==> src/rtl/u8sd_pkg.sv <==
// Package with the constants, types and byte decoding functions of the UTF-8 stream decoder.
`timescale 1ns / 1ps

package u8sd_pkg;

    localparam int LONGEST_SEQUENCE = 6;
    localparam int CP_WIDTH         = 31;
    localparam int BYTE_WIDTH       = 8;
    localparam int LEN_WIDTH        = 3;
    localparam int CONT_BITS        = 6;

    localparam logic [LEN_WIDTH-1:0] MAX_SEQ_RESET = 3'd6;

    typedef logic [LEN_WIDTH-1:0]  seq_len_t;
    typedef logic [CP_WIDTH-1:0]   code_point_t;
    typedef logic [BYTE_WIDTH-1:0] byte_t;

    // Sequence length announced by a lead byte; zero marks a byte that cannot lead.
    function automatic seq_len_t lead_length(input byte_t b);
        seq_len_t n;
        n = 3'd0;
        unique case (b) inside
            8'b0???????: n = 3'd1;
            8'b10??????: n = 3'd0;
            8'b110?????: n = 3'd2;
            8'b1110????: n = 3'd3;
            8'b11110???: n = 3'd4;
            8'b111110??: n = 3'd5;
            8'b1111110?: n = 3'd6;
            default:     n = 3'd0;
        endcase
        return n;
    endfunction

    // Payload bits of a lead byte for a sequence of the given length.
    function automatic byte_t lead_mask(input seq_len_t n);
        byte_t m;
        m = 8'h00;
        unique case (n)
            3'd1:    m = 8'h7F;
            3'd2:    m = 8'h1F;
            3'd3:    m = 8'h0F;
            3'd4:    m = 8'h07;
            3'd5:    m = 8'h03;
            3'd6:    m = 8'h01;
            default: m = 8'h00;
        endcase
        return m;
    endfunction

endpackage

==> src/rtl/utf8_stream_decoder_core.sv <==
// Top level of the UTF-8 stream decoder: byte register, decode logic and result register.
`timescale 1ns / 1ps

// The decoder takes one byte per clock cycle and sustains that rate indefinitely while results
// are taken. A transferred byte is held in the byte register, is decoded by a single pass of
// logic against the sequence state, and a result, when the byte completes or breaks a sequence
// or cannot lead one, is then written into the result register.
// A byte that produces no result never waits for the output side; a byte that produces one
// waits only while the result register is full and not being taken. The longest sequence
// register resets to six and may only be written while no byte is in flight.
module utf8_stream_decoder_core
    import u8sd_pkg::*;
(
    input  logic                 clk,
    input  logic                 rst_n,
    input  logic                 in_valid,
    output logic                 in_ready,
    input  logic [7:0]           in_byte,
    output logic                 out_valid,
    input  logic                 out_ready,
    output logic [30:0]          code_point,
    output logic [2:0]           seq_length,
    output logic                 error,
    input  logic                 cfg_write_en,
    input  logic [2:0]           cfg_write_data
);

    seq_len_t    max_seq_reg;
    logic        byte_valid_reg, byte_valid_next;
    byte_t       byte_reg;
    seq_len_t    bytes_left_reg, bytes_left_next;
    seq_len_t    seq_len_reg, seq_len_next;
    code_point_t accum_reg, accum_next;
    logic        out_valid_reg, out_valid_next;
    code_point_t code_point_reg, code_point_next;
    seq_len_t    seq_length_reg, seq_length_next;
    logic        error_reg, error_next;

    seq_len_t    lead_len;
    code_point_t accum_shift;
    seq_len_t    left_dec;
    logic        emit;
    code_point_t emit_cp;
    seq_len_t    emit_len;
    logic        emit_err;
    logic        fire;

    assign lead_len    = lead_length(byte_reg);
    assign accum_shift = {accum_reg[CP_WIDTH-CONT_BITS-1:0], byte_reg[CONT_BITS-1:0]};
    assign left_dec    = bytes_left_reg - 3'd1;

    always_comb
    begin
        emit            = 1'b0;
        emit_cp         = '0;
        emit_len        = '0;
        emit_err        = 1'b0;
        bytes_left_next = bytes_left_reg;
        seq_len_next    = seq_len_reg;
        accum_next      = accum_reg;
        if (bytes_left_reg != 3'd0)
        begin
            if (byte_reg[7:6] != 2'b10)
            begin
                emit     = 1'b1;
                emit_err = 1'b1;
            end
            else
            begin
                accum_next      = accum_shift;
                bytes_left_next = left_dec;
                if (left_dec == 3'd0)
                begin
                    emit     = 1'b1;
                    emit_cp  = accum_shift;
                    emit_len = seq_len_reg;
                end
            end
        end
        else
        begin
            if (lead_len == 3'd0 || 32'(lead_len) > LONGEST_SEQUENCE || lead_len > max_seq_reg)
            begin
                emit     = 1'b1;
                emit_err = 1'b1;
            end
            else if (lead_len == 3'd1)
            begin
                emit     = 1'b1;
                emit_cp  = {{(CP_WIDTH-BYTE_WIDTH){1'b0}}, byte_reg & lead_mask(lead_len)};
                emit_len = 3'd1;
            end
            else
            begin
                accum_next      = {{(CP_WIDTH-BYTE_WIDTH){1'b0}}, byte_reg & lead_mask(lead_len)};
                seq_len_next    = lead_len;
                bytes_left_next = lead_len - 3'd1;
            end
        end
        if (emit)
        begin
            bytes_left_next = '0;
            seq_len_next    = '0;
            accum_next      = '0;
        end
    end

    assign fire     = byte_valid_reg && (!emit || !out_valid_reg || out_ready);
    assign in_ready = !byte_valid_reg || fire;

    always_comb
    begin
        byte_valid_next = byte_valid_reg;
        if (in_valid && in_ready)
        begin
            byte_valid_next = 1'b1;
        end
        else if (fire)
        begin
            byte_valid_next = 1'b0;
        end

        out_valid_next  = out_valid_reg;
        code_point_next = code_point_reg;
        seq_length_next = seq_length_reg;
        error_next      = error_reg;
        if (fire && emit)
        begin
            out_valid_next  = 1'b1;
            code_point_next = emit_cp;
            seq_length_next = emit_len;
            error_next      = emit_err;
        end
        else if (out_ready)
        begin
            out_valid_next = 1'b0;
        end
    end

    always_ff @(posedge clk or negedge rst_n)
    begin
        if (!rst_n)
        begin
            max_seq_reg    <= MAX_SEQ_RESET;
            byte_valid_reg <= 1'b0;
            bytes_left_reg <= '0;
            seq_len_reg    <= '0;
            accum_reg      <= '0;
            out_valid_reg  <= 1'b0;
        end
        else
        begin
            if (cfg_write_en)
            begin
                max_seq_reg <= cfg_write_data;
            end
            byte_valid_reg <= byte_valid_next;
            out_valid_reg  <= out_valid_next;
            if (fire)
            begin
                bytes_left_reg <= bytes_left_next;
                seq_len_reg    <= seq_len_next;
                accum_reg      <= accum_next;
            end
        end
    end

    always_ff @(posedge clk)
    begin
        if (in_valid && in_ready)
        begin
            byte_reg <= in_byte;
        end
        code_point_reg <= code_point_next;
        seq_length_reg <= seq_length_next;
        error_reg      <= error_next;
    end

    assign out_valid  = out_valid_reg;
    assign code_point = code_point_reg;
    assign seq_length = seq_length_reg;
    assign error      = error_reg;

    // An error result carries neither a code point nor a length.
    assert property (@(posedge clk) disable iff (!rst_n)
        out_valid_reg && error_reg |-> code_point_reg == '0 && seq_length_reg == '0)
        else $error("error result with non-zero payload");

    // A successful result always names a length within the supported range.
    assert property (@(posedge clk) disable iff (!rst_n)
        out_valid_reg && !error_reg |-> seq_length_reg != 3'd0 && seq_length_reg <= 3'd6)
        else $error("successful result with bad length");

    // The count of expected continuation bytes stays below the longest sequence.
    assert property (@(posedge clk) disable iff (!rst_n)
        32'(bytes_left_reg) < LONGEST_SEQUENCE && bytes_left_reg < seq_len_reg
        || bytes_left_reg == 3'd0)
        else $error("continuation count out of range");

    // Every emitted result leaves the sequence state cleared.
    assert property (@(posedge clk) disable iff (!rst_n)
        fire && emit |=> bytes_left_reg == 3'd0 && seq_len_reg == 3'd0 && out_valid_reg)
        else $error("state not cleared after a result");

endmodule

==> config.mk <==
export PLATFORM = sky130hd
export DESIGN_NAME = utf8_stream_decoder_core
export DESIGN_NICKNAME = d
export VERILOG_FILES = /design/src/rtl/u8sd_pkg.sv /design/src/rtl/utf8_stream_decoder_core.sv
export SDC_FILE = /design/constraint.sdc
export NUM_CORES = 1
export LEC_CHECK = 0
export ABC_AREA = 1
export ABC_CLOCK_PERIOD_IN_PS = 3850
export BUFFER_PORTS_ARGS = -buffer_cell sky130_fd_sc_hd__buf_2
export CAP_MARGIN = 20
export CORE_UTILIZATION = 55
export CTS_CLUSTER_SIZE = 24
export DETAILED_ROUTE_END_ITERATION = 6
export GPL_TIMING_DRIVEN = 1
export HOLD_SLACK_MARGIN = 0.06
export PLACE_DENSITY = 0.84
export SETUP_SLACK_MARGIN = 0.1
export SYNTH_ARGS = -nofsm -noshare
export SYNTH_HDL_FRONTEND = slang
export SYNTH_SLANG_ARGS = --single-unit
==> constraint.sdc <==
create_clock -name clk -period 3.85 [get_ports clk]
set_input_delay 0.5775 -clock clk [delete_from_list [all_inputs] [get_ports clk]]
set_output_delay 0.5775 -clock clk [all_outputs]
set_load 0.03 [all_outputs]
Word level (Yosys, flattened, before mapping)

Cells that the tools add are included.
Widths: inputs -> output; s select.

Register bits: 79
Output and inout port bits: 37
Word-level logic and storage cells: 97

Reductions and logical operators: 18
Bitwise logic cells: 3
Add/subtract/negate cells: 2
$lt $le $gt $ge: 2
Mux-type cells: 44
Equal/unequal tests: 18

Operator list:

| cell                | number |
|---|---|
| $mux 25             | 5 |
| $mux 31             | 3 |
| $mux 8              | 8 |
| $mux 3              | 12 |
| $pmux 5 s5          | 1 |
| $pmux 3 s6          | 1 |
| $and 8x8->8         | 2 |
| $mux 1              | 14 |
| $eq 3x3->1 const B  | 4 |
| $ne 3x3->1 const B  | 3 |
| $ne 2x2->1 const B  | 4 |
| $reduce_and 4->1    | 2 |
| $eq 7x7->1 const B  | 1 |
| $eq 3x2->1 const B  | 2 |
| $eq 6x6->1 const B  | 1 |
| $logic_not 3->1     | 2 |
| $sub 3x1->3 const B | 2 |
| $eq 5x5->1 const B  | 1 |
| $logic_or 1x1->1    | 5 |
| $eq 4x4->1 const B  | 1 |
| $reduce_bool 2->1   | 2 |
| $eq 3x1->1 const B  | 1 |
| $gt 3x3->1          | 1 |
| $gt 3x3->1 const B  | 1 |
| 4 further kinds     | 8 |

Depth between registers and ports, before layout

Depth after elaboration: 14
Depth in mapped cells: 17

Worst setup path after synthesis

No wires, ideal clock.

Path kind: reg2reg
From: register byte_reg[7]
To: register code_point_reg[0] (netlist: code_point[0]), enable pin
Data arrival time: 2.623 ns
Clock period less this slack: 3.013 ns
Path slack: 0.837 ns
Buffers on the path: 0
Stages on the path, launching flop included: 17
Data required time: 3.460 ns
Path through: edfxtp_1 > nand2_1 > nor2_1 > nand2_1 > nand3_2 > ha_1 > a21oi_1 > nand2_1 > a21oi_1 > nand2_1 > clkinv_1 > nand3_2 > nand3_2 > nand2_4 > inv_1 > nand2_1 > inv_1

Cells in the longest elaborated chain, start to end: 12
Elaborated cells between the ends (all ways): 23
Classes of those cells: 2 x order compare; 7 x eq/ne; 5 x mux; 1 x bitwise; 8 x reduce/logical

RTL lines:

| what                                          | line                            | text |
|---|---|---|
| from (decl)                                   | utf8_stream_decoder_core.sv:30  | `byte_t byte_reg;` |
| from (signal assigned)                        | utf8_stream_decoder_core.sv:172 | `byte_reg <= in_byte;` |
| $eq 7x7->1 (tied with other cells)            | utf8_stream_decoder_core.sv:48  | `assign lead_len = lead_length(byte_reg);` |
| $pmux 3 s6                                    | u8sd_pkg.sv:22                  | `unique case (b) inside` |
| $gt 3x3->1 or $logic_not 3->1 (tied branches) | utf8_stream_decoder_core.sv:82  | `if (lead_len == 3'd0 \|\| 32'(lead_len) > LONGEST_SEQUENCE \|\| lead_len > max_seq_reg)` |
| $logic_or 1x1->1 (2 in a row)                 | utf8_stream_decoder_core.sv:82  |  |
| $mux 1                                        | utf8_stream_decoder_core.sv:82  |  |
| $mux 1 *                                      | utf8_stream_decoder_core.sv:61  | `if (bytes_left_reg != 3'd0)` |
| $logic_not 1->1                               | utf8_stream_decoder_core.sv:108 | `assign fire = byte_valid_reg && (!emit \|\| !out_valid_reg \|\| out_ready);` |
| $logic_or 1x1->1 (2 in a row)                 | utf8_stream_decoder_core.sv:108 |  |
| $logic_and 1x1->1                             | utf8_stream_decoder_core.sv:108 |  |
| $logic_and 1x1->1 *                           | utf8_stream_decoder_core.sv:127 | `if (fire && emit)` |
| to (signal assigned)                          | utf8_stream_decoder_core.sv:174 | `code_point_reg <= code_point_next;` |
| to (decl)                                     | utf8_stream_decoder_core.sv:35  | `code_point_t code_point_reg, code_point_next;` |

Mark *: on every way between the ends. The rest lies on a longest branch, timed or not.
A chain may end at the register's enable or synchronous reset.

Worst setup path after layout

From: register byte_reg[3]
To: output in_ready

Cells in the longest elaborated chain, start to end: 12
Elaborated cells between the ends (all ways): 18
Classes of those cells: 2 x order compare; 4 x eq/ne; 4 x mux; 8 x reduce/logical

RTL lines:

| what                                          | line                            | text |
|---|---|---|
| $eq 7x7->1 (tied with other cells)            | utf8_stream_decoder_core.sv:48  |  |
| $pmux 3 s6 *                                  | u8sd_pkg.sv:22                  |  |
| $gt 3x3->1 or $logic_not 3->1 (tied branches) | utf8_stream_decoder_core.sv:82  |  |
| $logic_or 1x1->1 (2 in a row)                 | utf8_stream_decoder_core.sv:82  |  |
| $mux 1 *                                      | utf8_stream_decoder_core.sv:82  |  |
| $mux 1 *                                      | utf8_stream_decoder_core.sv:61  |  |
| $logic_not 1->1 *                             | utf8_stream_decoder_core.sv:108 |  |
| $logic_or 1x1->1 * (2 in a row)               | utf8_stream_decoder_core.sv:108 |  |
| $logic_and 1x1->1 *                           | utf8_stream_decoder_core.sv:108 |  |
| $logic_or 1x1->1 *                            | utf8_stream_decoder_core.sv:109 | `assign in_ready = !byte_valid_reg \|\| fire;` |
| to (decl)                                     | utf8_stream_decoder_core.sv:17  | `output logic in_ready,` |

Marked as above.

==> reports/qor.txt <==
Pwr Density: 675 nW/um2
Storage element area: 2190 um2
Number of I/O pins: 53
Most instantiated cells after synthesis: 82 x nand2_1, 51 x inv_1, 43 x edfxtp_1
Worst skew pair latency: 0.35 ns
Slew Limit Headroom: 0.373
Yosys top cell by area: edfxtp_1
CTS tree: yes
Initial antenna violation count: 0
RR Endpoint: code_point[27]$_SDFFCE_PP0P_
Worst-path clk slew: 0.08 ns
Final antenna-violating net count: 0
Vias: 2,501
Post-CTS Hold Fix Bufs: 0
DRC Markers: 0
CP Launch Point: byte_reg[3]$_DFFE_PP_
Critical path endpoint category: primary output
Dpl cell area: 3820 um2
WS Path Type: flip-flop to primary output
Initial Util: 0.583
Hold Path Class: primary input to asynchronous set/reset pin
Placeable Area: 6060 um2
Top_reg_cell synth: edfxtp_1
Final period util: 0.914
Worst reg-to-reg setup slack: 0.53 ns
WP data required: 3.27 ns
Sink Count: 79
Worst Reg2Reg Path Length in Cells: 17
Hold_ws: 0.311 ns
Synth async-reset ratio: 0.456
Layout Nets: 435
Overflow after GRT: 0
CP Depth: 15
Syn Inst Count: 355
TritonRoute pass-1 iters: 4
Max-Cap Viols: 0
Multi-input gate area: 1060 um2
Hpwl dp: 4.57 mm
Num rows: 28
Final setup TNS: 0 ns
Power, Total: 2710 uW
Area growth syn-to-layout: 13.4%
IO buf count: 52
Post-synth cell types: 29
Vias in the first global route: 2,422
GRT Util Overall: 0.219
Clock Power Share: 0.219
Die width: 82.2 um
Final slew viol count: 0
Max incr delay on CP: 0.42 ns
Root buf cell: clkbuf_8
Final setup viols: 0
Pin count of the biggest net entering global routing: 54
Layout cells sized above 1: 0.206
Sequential power share: 0.447
Critical path buffer and inverter count: 4
Outcome: completed
Transition time at the pin with the least slew margin: 0.939 ns
Most frequent cell after synthesis: nand2_1
Hold Vio Cnt, Final: 0
Cell Int Power: 1650 uW
Final instance area: 4010 um2
Maximum VDD drop: 377 uV
NetSw: 1060 uW
Post-CTS setup buffers: 0
Fillers: 482
DRT iter0 DRCs: 213
CTS resizes: 0
Worst Skew: 0.00590 ns
WP data arrival: 2.94 ns
Logic pwr share: 0.333
Sw frac: 0.390
Htree depth: 3
Yosys reg bits: 79
Crit path to: in_ready
Reg-to-reg critical path startpoint: byte_reg[3]$_DFFE_PP_
Yosys top cell area share: 0.365
CP top delay family: simple AND/OR/NAND/NOR gates
Syn. warnings: 0
Maximum clock insertion buffer count: 2
Wire per inst: 13.3 um
Leakage power: 0.00175 uW
Top area cells in the synthesized netlist: edfxtp_1 37%, dfrtp_1 24%, nand2_1 8.7%
Synthesized net count: 382
Slowest CP cell: edfxtp_1
Diodes inserted: 0
Die H: 82.2 um
Max reg flops: 31
Synth Cell Area: 3540 um2
Register area share after synthesis: 0.621
Routability congestion estimate from global placement: 0.970
CP Cell Sequence: nand2_1 -> nor2_1 -> nand2_2 -> nand3_1 -> inv_1 -> ha_1 -> nand3_1 -> a21oi_1 -> nand2_1 -> clkinv_1 -> nand3_2 -> nand2_2 -> inv_2 -> nand3_1 -> buf_2
Setup WS post-layout: 0.331 ns
Syn avg cell area: 9.96 um2
RSZ-0062 raised after global routing: false
Critical path's most frequent cell: nand3_1
Tmin final: 3.52 ns
Global-route wire length before repair: 10.6 mm
Place WS: 0.680 ns
Fmax: 284 MHz
Total CTS buffers: 9
Post-synth EDFFs: 43
Die area: 6750 um2
CP max FO: 9
WL final: 6.48 mm
Routed vias/inst: 5.13
Critical Path Start Type: flip-flop
-- cell usage in the layout, fill, tap and decap left out --
| master | synthesis | layout |
|---|---|---|
| a21boi_0 | 2 | 2 |
| inv_1 | 51 | 51 |
| bufinv_16 | 0 | 1 |
| dfrtp_1 | 34 | 34 |
| nand2_4 | 1 | 1 |
| mux2_2 | 1 | 1 |
| buf_2 | 2 | 52 |
| or2_1 | 1 | 1 |
| inv_2 | 2 | 2 |
| nand3_1 | 8 | 8 |
| nand3b_1 | 1 | 1 |
| a31oi_1 | 1 | 1 |
| xnor2_1 | 1 | 1 |
| nor2_1 | 39 | 39 |
| nand2_1 | 82 | 82 |
| o21ai_1 | 26 | 26 |
| ha_1 | 11 | 11 |
| clkinv_1 | 1 | 2 |
| clkinvlp_4 | 0 | 1 |
| inv_6 | 0 | 1 |
| o21bai_1 | 1 | 1 |
| nand3_2 | 5 | 5 |
| clkinv_2 | 0 | 2 |
| dfstp_2 | 2 | 2 |
| nor2_4 | 1 | 1 |
| o21ai_0 | 10 | 10 |
| a21oi_1 | 7 | 7 |
| clkbuf_8 | 0 | 9 |
| edfxtp_1 | 43 | 43 |
| nand4_1 | 7 | 7 |
| buf_4 | 1 | 2 |
| nand2_2 | 5 | 5 |
| clkbuf_1 | 5 | 1 |
-- per-layer routing --
metal	vias up	global-route usage	routed length, um
li1	1248	-	-
met1	1149	0.248	2590
met2	79	0.371	3340
met3	25	0.0516	316
met4	0	0.142	235
met5	-	0	0
-- how the worst min path moves through the flow --
stage / from / to / slack [ns] / cells past startpoint
3_3_place_gp: seq_len_reg[0]$_DFFE_PN0P_ / seq_len_reg[0]$_DFFE_PN0P_ / 0.46 / 2
2_1_floorplan: rst_n / accum_reg[0]$_DFFE_PN0P_ / 0.28 / 0
6_report: rst_n / byte_valid_reg$_DFFE_PN0P_ / 0.31 / 1
4_1_cts: rst_n / bytes_left_reg[1]$_DFFE_PN0P_ / 0.32 / 1
3_5_place_dp: seq_len_reg[1]$_DFFE_PN0P_ / seq_len_reg[1]$_DFFE_PN0P_ / 0.47 / 2
5_1_grt: rst_n / bytes_left_reg[1]$_DFFE_PN0P_ / 0.37 / 1
-- power groups by stage --
stage	clock network (uW)	logic, uW	registers (uW)
floorplan	0	412	1500
global placement	0	884	1220
detailed placement	0	906	1230
CTS	603	908	1210
global route	643	989	1230
finish	594	903	1210
-- metrics by stage --
step,utilization,cells
final,0.662,488
after detailed placement,0.631,472
after global routing,0.662,488
after CTS,0.662,488
after global placement,0.631,472
after floorplan,-,355
-- cell families (layout without fill, tap and decap cells) --
| logic type | after synthesis | count (layout) | synth area share |
|---|---|---|---|
| buffers and inverters | 66 | 124 | 0.0803 |
| multiplexers | 1 | 1 | 0.00318 |
| XOR/XNOR | 1 | 1 | 0.00248 |
| flip-flops | 79 | 79 | 0.621 |
| adder cells (fa/ha/maj) | 11 | 11 | 0.0389 |
| AND/OR/NAND/NOR | 150 | 150 | 0.185 |
| AO/OA/AOI/OAI | 47 | 47 | 0.0690 |
-- final cells by class --
type,instances,share of cell area
clock buffers,10,0.0318
clock inverters,6,0.0150
inverters,54,0.0505
multi-input cells,210,0.264
flip-flops and latches,79,0.547
well taps,75,0.0234
repair buffers,54,0.0686
Note: power is estimated with default switching activity, not from simulation.
